`src/rtl/assert_macros.svh`:
```
// Assertion macros for the RTL file that carries checks.
`ifndef ASSERT_MACROS_SVH
`define ASSERT_MACROS_SVH

// Property holds at every clock edge outside reset.
`define LPHI_ASSERT(lbl, clk, rst_n, prop, msg) \
  lbl: assert property (@(posedge clk) disable iff (!rst_n) (prop)) else $error(msg);

// Condition never holds at a clock edge outside reset.
`define LPHI_NEVER(lbl, clk, rst_n, cond, msg) \
  lbl: assert property (@(posedge clk) disable iff (!rst_n) !(cond)) else $error(msg);

`endif

```
`src/rtl/lphi_pkg.sv`:
```
// Types and constants of the linear probing hash insert unit.
package lphi_pkg;

  localparam int unsigned TableSize = 16;
  localparam int unsigned SlotW     = $clog2(TableSize);
  localparam int unsigned ValueW    = 32;

  localparam logic KindInsert = 1'b0;
  localparam logic KindRead   = 1'b1;

  localparam logic [1:0] StHome   = 2'd0;
  localparam logic [1:0] StProbed = 2'd1;
  localparam logic [1:0] StFull   = 2'd2;
  localparam logic [1:0] StRead   = 2'd3;

  typedef struct packed {
    logic              kind;
    logic [ValueW-1:0] value;
    logic [SlotW-1:0]  read_slot;
  } lphi_in_t;

  typedef struct packed {
    logic [1:0]        status;
    logic [SlotW-1:0]  slot;
    logic [ValueW-1:0] slot_value;
    logic              slot_valid;
  } lphi_out_t;

  typedef struct packed {
    logic load_req;   // capture the accepted input word
    logic exec;       // search, write table, read table
    logic load_out;   // move the result into the output register
  } lphi_cmd_t;

endpackage

```
`src/rtl/lphi_ctrl.sv`:
```
// Controller: sequences accept, execute and result load, owns the handshakes.
module lphi_ctrl (
  input  logic               clk_i,
  input  logic               rst_ni,
  input  logic               in_valid_i,
  output logic               in_ready_o,
  output logic               out_valid_o,
  input  logic               out_ready_i,
  output lphi_pkg::lphi_cmd_t cmd_o
);
  import lphi_pkg::*;

  localparam logic [1:0] S_IDLE = 2'd0;
  localparam logic [1:0] S_WORK = 2'd1;
  localparam logic [1:0] S_DONE = 2'd2;

  logic [1:0] state_q, state_d;
  logic       out_valid_q, out_valid_d;
  logic       out_free;
  logic       accept;

  assign out_free   = !out_valid_q || out_ready_i;
  assign in_ready_o = (state_q == S_IDLE) || ((state_q == S_DONE) && out_free);
  assign accept     = in_valid_i && in_ready_o;

  always_comb begin
    state_d = state_q;
    case (state_q)
      S_IDLE: begin
        if (accept) state_d = S_WORK;
      end
      S_WORK: begin
        state_d = S_DONE;
      end
      S_DONE: begin
        if (out_free) state_d = accept ? S_WORK : S_IDLE;
      end
      default: begin
        state_d = S_IDLE;
      end
    endcase
  end

  always_comb begin
    cmd_o.load_req = accept;
    cmd_o.exec     = (state_q == S_WORK);
    cmd_o.load_out = (state_q == S_DONE) && out_free;
  end

  always_comb begin
    out_valid_d = out_valid_q;
    if (cmd_o.load_out) out_valid_d = 1'b1;
    else if (out_ready_i) out_valid_d = 1'b0;
  end

  assign out_valid_o = out_valid_q;

  always_ff @(posedge clk_i or negedge rst_ni) begin
    if (!rst_ni) begin
      state_q     <= S_IDLE;
      out_valid_q <= 1'b0;
    end else begin
      state_q     <= state_d;
      out_valid_q <= out_valid_d;
    end
  end

endmodule

```
`src/rtl/lphi_dpath.sv`:
```
// Datapath: request register, slot valid bits, value memory, free slot search, result.
module lphi_dpath (
  input  logic                clk_i,
  input  logic                rst_ni,
  input  lphi_pkg::lphi_cmd_t cmd_i,
  input  lphi_pkg::lphi_in_t  in_word_i,
  output lphi_pkg::lphi_out_t out_word_o,
  output logic                table_full_o
);
  import lphi_pkg::*;

  lphi_in_t               req_q;
  logic [TableSize-1:0]   used_q;
  logic [ValueW-1:0]      mem [TableSize];
  logic [ValueW-1:0]      mem_rd_q;
  logic                   rd_used_q;

  logic [1:0]             res_status_q;
  logic [SlotW-1:0]       res_slot_q;
  logic [ValueW-1:0]      res_value_q;
  logic                   res_valid_q;
  logic                   res_read_q;
  lphi_out_t              out_q;

  logic [SlotW-1:0]       home;
  logic [2*TableSize-1:0] dbl;
  logic [TableSize-1:0]   rot;
  logic [SlotW-1:0]       off;
  logic [SlotW-1:0]       free_slot;
  logic                   any_free;
  logic                   do_insert;
  logic                   do_read;

  assign home      = req_q.value[SlotW-1:0];
  assign any_free  = ~&used_q;
  assign do_insert = cmd_i.exec && (req_q.kind == KindInsert) && any_free;
  assign do_read   = cmd_i.exec && (req_q.kind == KindRead);

  // Circular priority encode: first empty slot at or above home, wrapping.
  always_comb begin
    dbl = {used_q, used_q} >> home;
    rot = dbl[TableSize-1:0];
    off = '0;
    for (int k = TableSize - 1; k >= 0; k--) begin
      if (!rot[k]) off = SlotW'(k);
    end
    free_slot = home + off;
  end

  always_ff @(posedge clk_i) begin
    if (cmd_i.load_req) req_q <= in_word_i;
  end

  always_ff @(posedge clk_i or negedge rst_ni) begin
    if (!rst_ni) begin
      used_q <= '0;
    end else if (do_insert) begin
      used_q[free_slot] <= 1'b1;
    end
  end

  always_ff @(posedge clk_i) begin
    if (do_insert) mem[free_slot] <= req_q.value;
  end

  always_ff @(posedge clk_i) begin
    if (do_read) begin
      mem_rd_q  <= mem[req_q.read_slot];
      rd_used_q <= used_q[req_q.read_slot];
    end
  end

  always_ff @(posedge clk_i) begin
    if (cmd_i.exec) begin
      res_read_q <= (req_q.kind == KindRead);
      if (req_q.kind == KindRead) begin
        res_status_q <= StRead;
        res_slot_q   <= req_q.read_slot;
        res_value_q  <= '0;
        res_valid_q  <= 1'b0;
      end else if (any_free) begin
        res_status_q <= (off == '0) ? StHome : StProbed;
        res_slot_q   <= free_slot;
        res_value_q  <= req_q.value;
        res_valid_q  <= 1'b1;
      end else begin
        res_status_q <= StFull;
        res_slot_q   <= '0;
        res_value_q  <= '0;
        res_valid_q  <= 1'b0;
      end
    end
  end

  // Output word register; empty slots read as zero.
  always_ff @(posedge clk_i) begin
    if (cmd_i.load_out) begin
      out_q.status     <= res_status_q;
      out_q.slot       <= res_slot_q;
      out_q.slot_value <= res_read_q ? (rd_used_q ? mem_rd_q : '0) : res_value_q;
      out_q.slot_valid <= res_read_q ? rd_used_q : res_valid_q;
    end
  end

  assign out_word_o   = out_q;
  assign table_full_o = ~any_free;

endmodule

```
`src/rtl/linear_probe_hash_insert_unit.sv`:
```
// An accepted word passes through the request register, the result registers and the output register.
// The work state runs the circular free slot search and the table write or read; the done state
// loads the output register once the previous result word has been taken.
// A new word is accepted in the same cycle the previous result is loaded.
// Reset clears the slot valid bits at once; stored values are undefined until written.
`include "assert_macros.svh"

module linear_probe_hash_insert_unit (
  input  logic                clk_i,
  input  logic                rst_ni,
  input  logic                in_valid_i,
  output logic                in_ready_o,
  input  lphi_pkg::lphi_in_t  in_word_i,
  output logic                out_valid_o,
  input  logic                out_ready_i,
  output lphi_pkg::lphi_out_t out_word_o
);
  import lphi_pkg::*;

  lphi_cmd_t cmd;
  logic      table_full;
  logic      in_accept;
  logic      out_full;
  logic      out_stored;
  logic      out_empty;

  assign in_accept  = in_valid_i && in_ready_o;
  assign out_full   = out_valid_o && (out_word_o.status == StFull);
  assign out_stored = out_valid_o &&
                      (out_word_o.status == StHome || out_word_o.status == StProbed);
  assign out_empty  = out_valid_o && !out_word_o.slot_valid;

  lphi_ctrl u_ctrl (
    .clk_i       (clk_i),
    .rst_ni      (rst_ni),
    .in_valid_i  (in_valid_i),
    .in_ready_o  (in_ready_o),
    .out_valid_o (out_valid_o),
    .out_ready_i (out_ready_i),
    .cmd_o       (cmd)
  );

  lphi_dpath u_dpath (
    .clk_i        (clk_i),
    .rst_ni       (rst_ni),
    .cmd_i        (cmd),
    .in_word_i    (in_word_i),
    .out_word_o   (out_word_o),
    .table_full_o (table_full)
  );

  `LPHI_ASSERT(a_busy_after_accept, clk_i, rst_ni, in_accept |=> !in_ready_o, "ready after accept")
  `LPHI_ASSERT(a_full_stays_full, clk_i, rst_ni, out_full |-> table_full, "full with free slot")
  `LPHI_NEVER(a_stored_valid, clk_i, rst_ni, out_stored && !out_word_o.slot_valid, "stored not valid")
  `LPHI_NEVER(a_empty_zero, clk_i, rst_ni, out_empty && out_word_o.slot_value != '0, "empty nonzero")

endmodule

```
`config.mk`:
```
export PLATFORM = sky130hd
export DESIGN_NAME = linear_probe_hash_insert_unit
export DESIGN_NICKNAME = d
export VERILOG_FILES = /design/src/rtl/lphi_pkg.sv /design/src/rtl/lphi_ctrl.sv /design/src/rtl/lphi_dpath.sv /design/src/rtl/linear_probe_hash_insert_unit.sv
export VERILOG_INCLUDE_DIRS = /design/src /design/src/rtl
export SDC_FILE = /design/constraint.sdc
export NUM_CORES = 1
export LEC_CHECK = 0
export BUFFER_PORTS_ARGS = -buffer_cell sky130_fd_sc_hd__buf_2
export CAP_MARGIN = 20
export CORE_ASPECT_RATIO = 0.8
export CORE_MARGIN = 2
export CORE_UTILIZATION = 60
export DETAILED_ROUTE_END_ITERATION = 6
export PLACE_DENSITY = 0.77
export SLEW_MARGIN = 20
export SYNTH_ARGS = -nofsm -noshare
export SYNTH_HDL_FRONTEND = slang
export SYNTH_HIERARCHICAL = 1
export SYNTH_SLANG_ARGS = --single-unit
```
`constraint.sdc`:
```
create_clock -name clk_i -period 9.2 [get_ports clk_i]
set_input_delay 0.92 -clock clk_i [delete_from_list [all_inputs] [get_ports clk_i]]
set_output_delay 0.92 -clock clk_i [all_outputs]
set_load 0.005 [all_outputs]
```
# After elaboration in Yosys (flattened, before gate mapping)
# Memory sizes are Yosys's and may differ from the RTL's. A register that Yosys moved wholly into a read port is not among the register bits.
# Index checks and enable logic that the tools add are counted.
# totals
wordCells	81
input_bits	41
reg_bits	136
mem_count	1
mem_bits_rw	512
out_inout_bits	41
# mem_list
memory	depth	width	read_ports	rd_clocked_by_memory_dff	write_ports	line_no	text
u_dpath.mem	16	32	1	1	1	lphi_dpath.sv:14	logic [ValueW-1:0] mem [TableSize];
# op_classes
n_mux	36
magnitude_cmp	3
eq_ne	4
n_reduce_logical	16
add_sub_neg	1
n_shift	1
bitwise	2
# op_table
op	n
2-to-1 mux 4 bit	18
2-to-1 mux 32 bit	2
right shift 32 x 4 -> 16 bit	1
OR 16 bit	1
AND reduction 16 bit	1
2-to-1 mux 1 bit	11
< comparator 4 x 5 -> 1 bit, second input constant	2
logical AND 1 bit	6
case mux 2 bit (3 select lines)	1
adder 4 bit	1
binary-select mux 1 bit (select 4 bit)	1
demux 1 bit (select 4 bit)	1
greater-or-equal comparator 4 x 1 -> 1 bit, second input constant	1
zero test 4 bit	1
2-to-1 mux 2 bit	2
!= test 2 x 1 -> 1 bit, second input constant	2
== test 2 x 1 -> 1 bit, second input constant	1
== test 2 bit, second input constant	1
zero test 1 bit	2
zero test 2 bit	1
logical OR 1 bit	2
AND reduction 2 bit	1
nonzero test 2 bit	1
OR reduction 2 bit	1
inverter 1 bit	1

# Logic depth before layout (Yosys ltp)
# logic_depth
depth_word	23
mapped_depth	16
mapped_depth_nobuf	13

# Hierarchy
# The synthesis kept the hierarchy.
# modules_own_cells
module	cells_each	area_each_um2	seq_area_each_um2	n_inst
lphi_dpath	1229	26516.7	20249.4	1
lphi_ctrl	17	161.4	75.1	1

# Worst setup path after synthesis
# Ideal clock, no wire load.
# synth_timing
path_type	register to register
start	register u_dpath.req_q (netlist bit u_dpath/home[3])
end	memory u_dpath.mem[13][0] (enable)
setup_time_ns	0.461
period_less_slack_ns	6.360
setup_slack_ns	2.840
t_arrival_ns	5.899
stages_incl_launch_ff	17
cell_sequence	edfxtp_1 -> buf_4 -> buf_4 -> mux2_2 -> or3b_2 -> a21o_1 -> a31oi_1 -> o31ai_1 -> a41oi_1 -> o31ai_1 -> ha_1 -> a21o_1 -> a21oi_1 -> xor2_1 -> xor2_2 -> buf_6 -> nor3_1
# synth_between
elab_chain_len	18
# synth_rtl
item	line_no	text
from (decl)	lphi_dpath.sv:12	lphi_in_t req_q;
from (signal assigned)	lphi_dpath.sv:51	if (cmd_i.load_req) req_q <= in_word_i;
right shift 32 x 4 -> 16 bit	lphi_dpath.sv:41	dbl = {used_q, used_q} >> home;
2-to-1 mux 4 bit (16 in a row)	lphi_dpath.sv:45	if (!rot[k]) off = SlotW'(k);
adder 4 bit *	lphi_dpath.sv:47	free_slot = home + off;
to (decl)	lphi_dpath.sv:14	
# Mark *: on every way between the ends. The rest lies on a longest branch, timed or not.

# Final worst setup path
# layout_timing
start	register u_dpath.req_q (netlist bit u_dpath/home[3])
end	memory u_dpath.mem[7][20] (enable)
# The elaborated chain is that of the path after synthesis.

==> results.md <==
* Syn Nets at 1291
* Global Route Usage Sum at 26.52%
* Synth Cell Area at 26680 um^2
* Status: finished clean
* Fin nets at 1408
* Cells after synthesis at 1246
* Data arrival, critical path at 5.94 ns
* Num CTS Buffers at 61
* CTS tree: yes
* Reg2reg start: u_dpath/home[3]$_DFFE_PP_
* Worst-case clock buffer depth at 3
* Layout cells sized above 1 at 30.95%
* DRC viols at 0
* FP Rows at 69
* Final Critical Period at 5.692 ns
* Post-synthesis sequential area ratio at 76.18%
* Crit Reg-Reg Endpoint: u_dpath/mem[7][20]$_DFFE_PP_
* Period Utilization, post-route at 61.87%
* Initial antenna violation count at 1
* Slew Limit Fails at 0
* Simple-Gate Fraction of Synth Area at 2.833%
* RSZ-0062 raised after global routing: no
* Final Setup Violations at 0
* Synth top area share at 74.40%
* Area leader, netlist: edfxtp_1
* Fin Setup TNS at 0 ns
* Antenna-violating nets left at 0
* Req. time, crit path at 9.45 ns
* Synth warn at 6
* CTS root buf: clkbuf_16
* Largest net degree at the start of global routing at 134
* DR iter-0 viols at 1454
* Reg clk slew, reported paths at 0.07 ns
* Per-cell routed wire length at 29.01 um
* Crit path capture type: flip-flop
* Critical path type: flip-flop to flip-flop
* Post-synth ARST share at 2.794%
* Complex-gate fraction of the synthesized area at 2.481%
* Synth top area cells: edfxtp_1 (74%), mux4_2 (15%), dfrtp_1 (1.8%), and2_1 (0.77%), o21ai_0 (0.69%)
* Die W at 239.8 um
* Ys flop type: edfxtp_1
* Final hold violations at 0
* Diode count at 0
* PwrDens at 236.1 nW/um^2
* XOR/XNOR Fraction of Synth Area at 0.2204%
* Die Span Y at 192.6 um
* Clk_lat worst skew at 0.64 ns
* Worst path most repeated cell: a21oi_1
* DIE AREA at 46180 um^2
* Initial Util at 60.47%
* Crit. Startpoint: u_dpath/home[3]$_DFFE_PP_
* Final GP Congestion at 0.8379
* Fin util at 68.00%
* CP Cell Sequence: buf_4 > mux4_2 > mux2i_1 > nor4_1 > o22a_1 > o21bai_1 > a21oi_1 > o31ai_1 > ha_1 > a21o_1 > a21oi_1 > xor2_1 > xor2_2 > and3_2
* Total chip power at 7.084 mW
* Least-Margin Pin Slew at 1.092 ns
* Maxcap violations at 0
* EDFF count, synth at 661
* Reg2Reg Depth at 14
* Type of origin of the critical path: flip-flop
* Main combinational cell family by area after synthesis: multiplexers
* Final Skew at 0.01922 ns
* Slowest CP cell: and3_2
* Setup slack after layout at 3.508 ns
* TritonRoute pass-1 iters at 5
* Ports at 82
* Worst setup path end: u_dpath/mem[7][20]$_DFFE_PP_
* H-tree depth at 2
* I/O Buffers at 81
* First-pass GRT wire length at 86.69 mm
* DR vias at 12.94k
* Post-DR vias/cell at 6.412
* Adder-cell share of the synthesized area at 0.2157%
* VDD IR max at 0.1867 mV
* Area delta synth->final at 12.44%
* Critical Path Fanout Max at 41
* Placement Setup Slack at 3.592 ns
* CP max stage delay at 1.06 ns
* Post-synth cell types at 60
* F_max at 0.1757 GHz
* Hold buffers post-CTS at 0
* Mux share of post-synthesis cell area at 16.37%
* Worst slew margin at 26.55%
* Total grt overflow at 0
* Clock sink count at 680
* Gates resized, CTS repair at 0
* Core area at 44120 um^2
* Setup slack, reg-to-reg at 3.51 ns
* Syn Area/Cell at 21.41 um^2
* Leakage power at 9.788 nW
* Vias in the first global route at 13.13k
* Final Routed Wirelength at 58.54 mm
* Post-DP HPWL at 30.02 mm
* HP Class: input pin to asynchronous set/reset pin
* Flops & latches, synth at 680
* Post-CTS Setup Bufs at 0
## Yosys cell counts (2+ instances only)
cell      count
xor2_1        2
ha_1          3
o31ai_1       5
o21bai_1      2
nor2b_1       3
mux2i_1      13
a21oi_1      12
or3_1         3
buf_4         5
and3_1        4
nand3_1       5
nand4_1       4
o211ai_1      4
and2_1       33
dfrtp_1      19
a211oi_1      5
a31o_1       14
edfxtp_1    661
nand2b_1      7
clkbuf_1     45
inv_1        36
nor4_1        4
nor2_1       14
mux2_2       13
mux4_2      180
nor3_1       18
a31o_2        2
nand2_1      47
a21o_1        3
buf_6         3
o21ai_0      37
buf_2         4
buf_1         9
## metal layers
| metal | GRT usage (%) | routed length [um] | vias up |
|---|---|---|---|
| li1 | - | - | 5381 |
| met5 | 0 | 9 | - |
| met2 | 42.87 | 29400 | 674 |
| met4 | 6.226 | 1103 | 2 |
| met3 | 5.922 | 5310 | 92 |
| met1 | 37.77 | 22710 | 6790 |
## kinds of logic after synthesis
| logic type | count (synthesis) |
|---|---|
| simple gates | 148 |
| flops | 680 |
| xor+xnor | 5 |
| fa+ha+maj | 4 |
| buf+inv | 104 |
| compound gates | 97 |
| mux | 208 |
## layout make-up
class | instances | area [um^2]
timing repair buffer | 121 | 750.7
fill | 2708 | 14120
inverter | 37 | 138.9
clock buffer | 78 | 1642
clock inverter | 37 | 391.6
multi-input combinational | 462 | 5996
tap | 603 | 754.5
sequential | 680 | 20320
## how the worst min path moves through the flow
| stage | slack, ns | cells past startpoint | end | from |
|---|---|---|---|---|
| after floorplan | 0.40 | 0 | u_dpath/out_word_o[33]$_DFFE_PP_ | u_dpath/res_slot_q[0]$_DFFE_PP_ |
| after global placement | 0.40 | 0 | u_dpath/out_word_o[36]$_DFFE_PP_ | u_dpath/res_slot_q[3]$_DFFE_PP_ |
| after detailed placement | 0.40 | 0 | u_dpath/out_word_o[35]$_DFFE_PP_ | u_dpath/res_slot_q[2]$_DFFE_PP_ |
| after CTS | 0.22 | 1 | u_ctrl/state_q[1]$_DFFE_PN0P_ | rst_ni |
| after global routing | 0.24 | 1 | u_dpath/used_q[0]$_DFFE_PN0P_ | rst_ni |
| final | 0.23 | 1 | u_ctrl/state_q[1]$_DFFE_PN0P_ | rst_ni |
## layout by cell type, fill, tap and decap left out, types with 4 or more instances in the layout
cell type / Yosys / final
clkbuf_16: 0 / 62
mux4_2: 180 / 180
clkinv_2: 0 / 9
a211oi_1: 5 / 5
nor2_1: 14 / 12
clkbuf_1: 45 / 13
o31ai_1: 5 / 5
nor3_2: 0 / 12
o21ai_0: 37 / 37
o211ai_1: 4 / 4
clkinv_1: 0 / 12
buf_2: 4 / 81
bufinv_16: 0 / 7
mux2i_1: 13 / 13
nand4_1: 4 / 4
buf_4: 5 / 37
inv_1: 36 / 36
nor3_1: 18 / 6
and3_2: 0 / 4
nor4_1: 4 / 4
clkinvlp_4: 0 / 5
mux2_2: 13 / 13
nand2_1: 47 / 47
edfxtp_1: 661 / 661
nand3_1: 5 / 5
dfrtp_1: 19 / 19
nand2b_1: 7 / 7
a31o_1: 14 / 14
a21oi_1: 12 / 11
and2_1: 33 / 32
## critical path, delay by kind of cell, from the launching register on
kind	cells	cell delay, ns
and+or+nand+nor	2	1.17
xor gates and xnor gates	2	1.09
AOI/OAI and AO/OA	6	1.01
muxes	2	0.99
buffers and inverters	1	0.43
DFF	1	0.33
adders and majority gates	1	0.27
## power breakdown
part	internal, mW	switching, mW	total (mW)
Clock	1.46	1.11	2.57
Sequential	3.57	0.159	3.73
Combinational	0.335	0.441	0.776
Total	5.37	1.71	7.08
## registers in the layout, summed over array words and instances (netlist names)
| register | count |
|---|---|
| u_dpath/mem_rd_q | 32 |
| u_ctrl/out_valid_o | 1 |
| u_dpath/out_word_o | 39 |
| u_dpath/used_q | 16 |
| u_dpath/home | 4 |
| u_dpath/res_read_q | 1 |
| u_dpath/res_value_q | 32 |
| u_dpath/req_q | 33 |
| u_dpath/res_status_q | 2 |
| u_dpath/mem | 512 |
| u_dpath/res_valid_q | 1 |
| u_ctrl/state_q | 2 |
| u_dpath/rd_used_q | 1 |
| u_dpath/res_slot_q | 4 |
## per-stage QoR
stage / cells / cell area, um^2 / hold WS [ns]
2_1_floorplan: 1246 / 26680 / 0.4003
3_3_place_gp: 1901 / 27920 / 0.4014
3_5_place_dp: 1901 / 27920 / 0.4045
4_1_cts: 2016 / 29950 / 0.2222
5_1_grt: 2018 / 30000 / 0.2368
6_report: 2018 / 30000 / 0.2274
(Power assumes the default switching activity.)
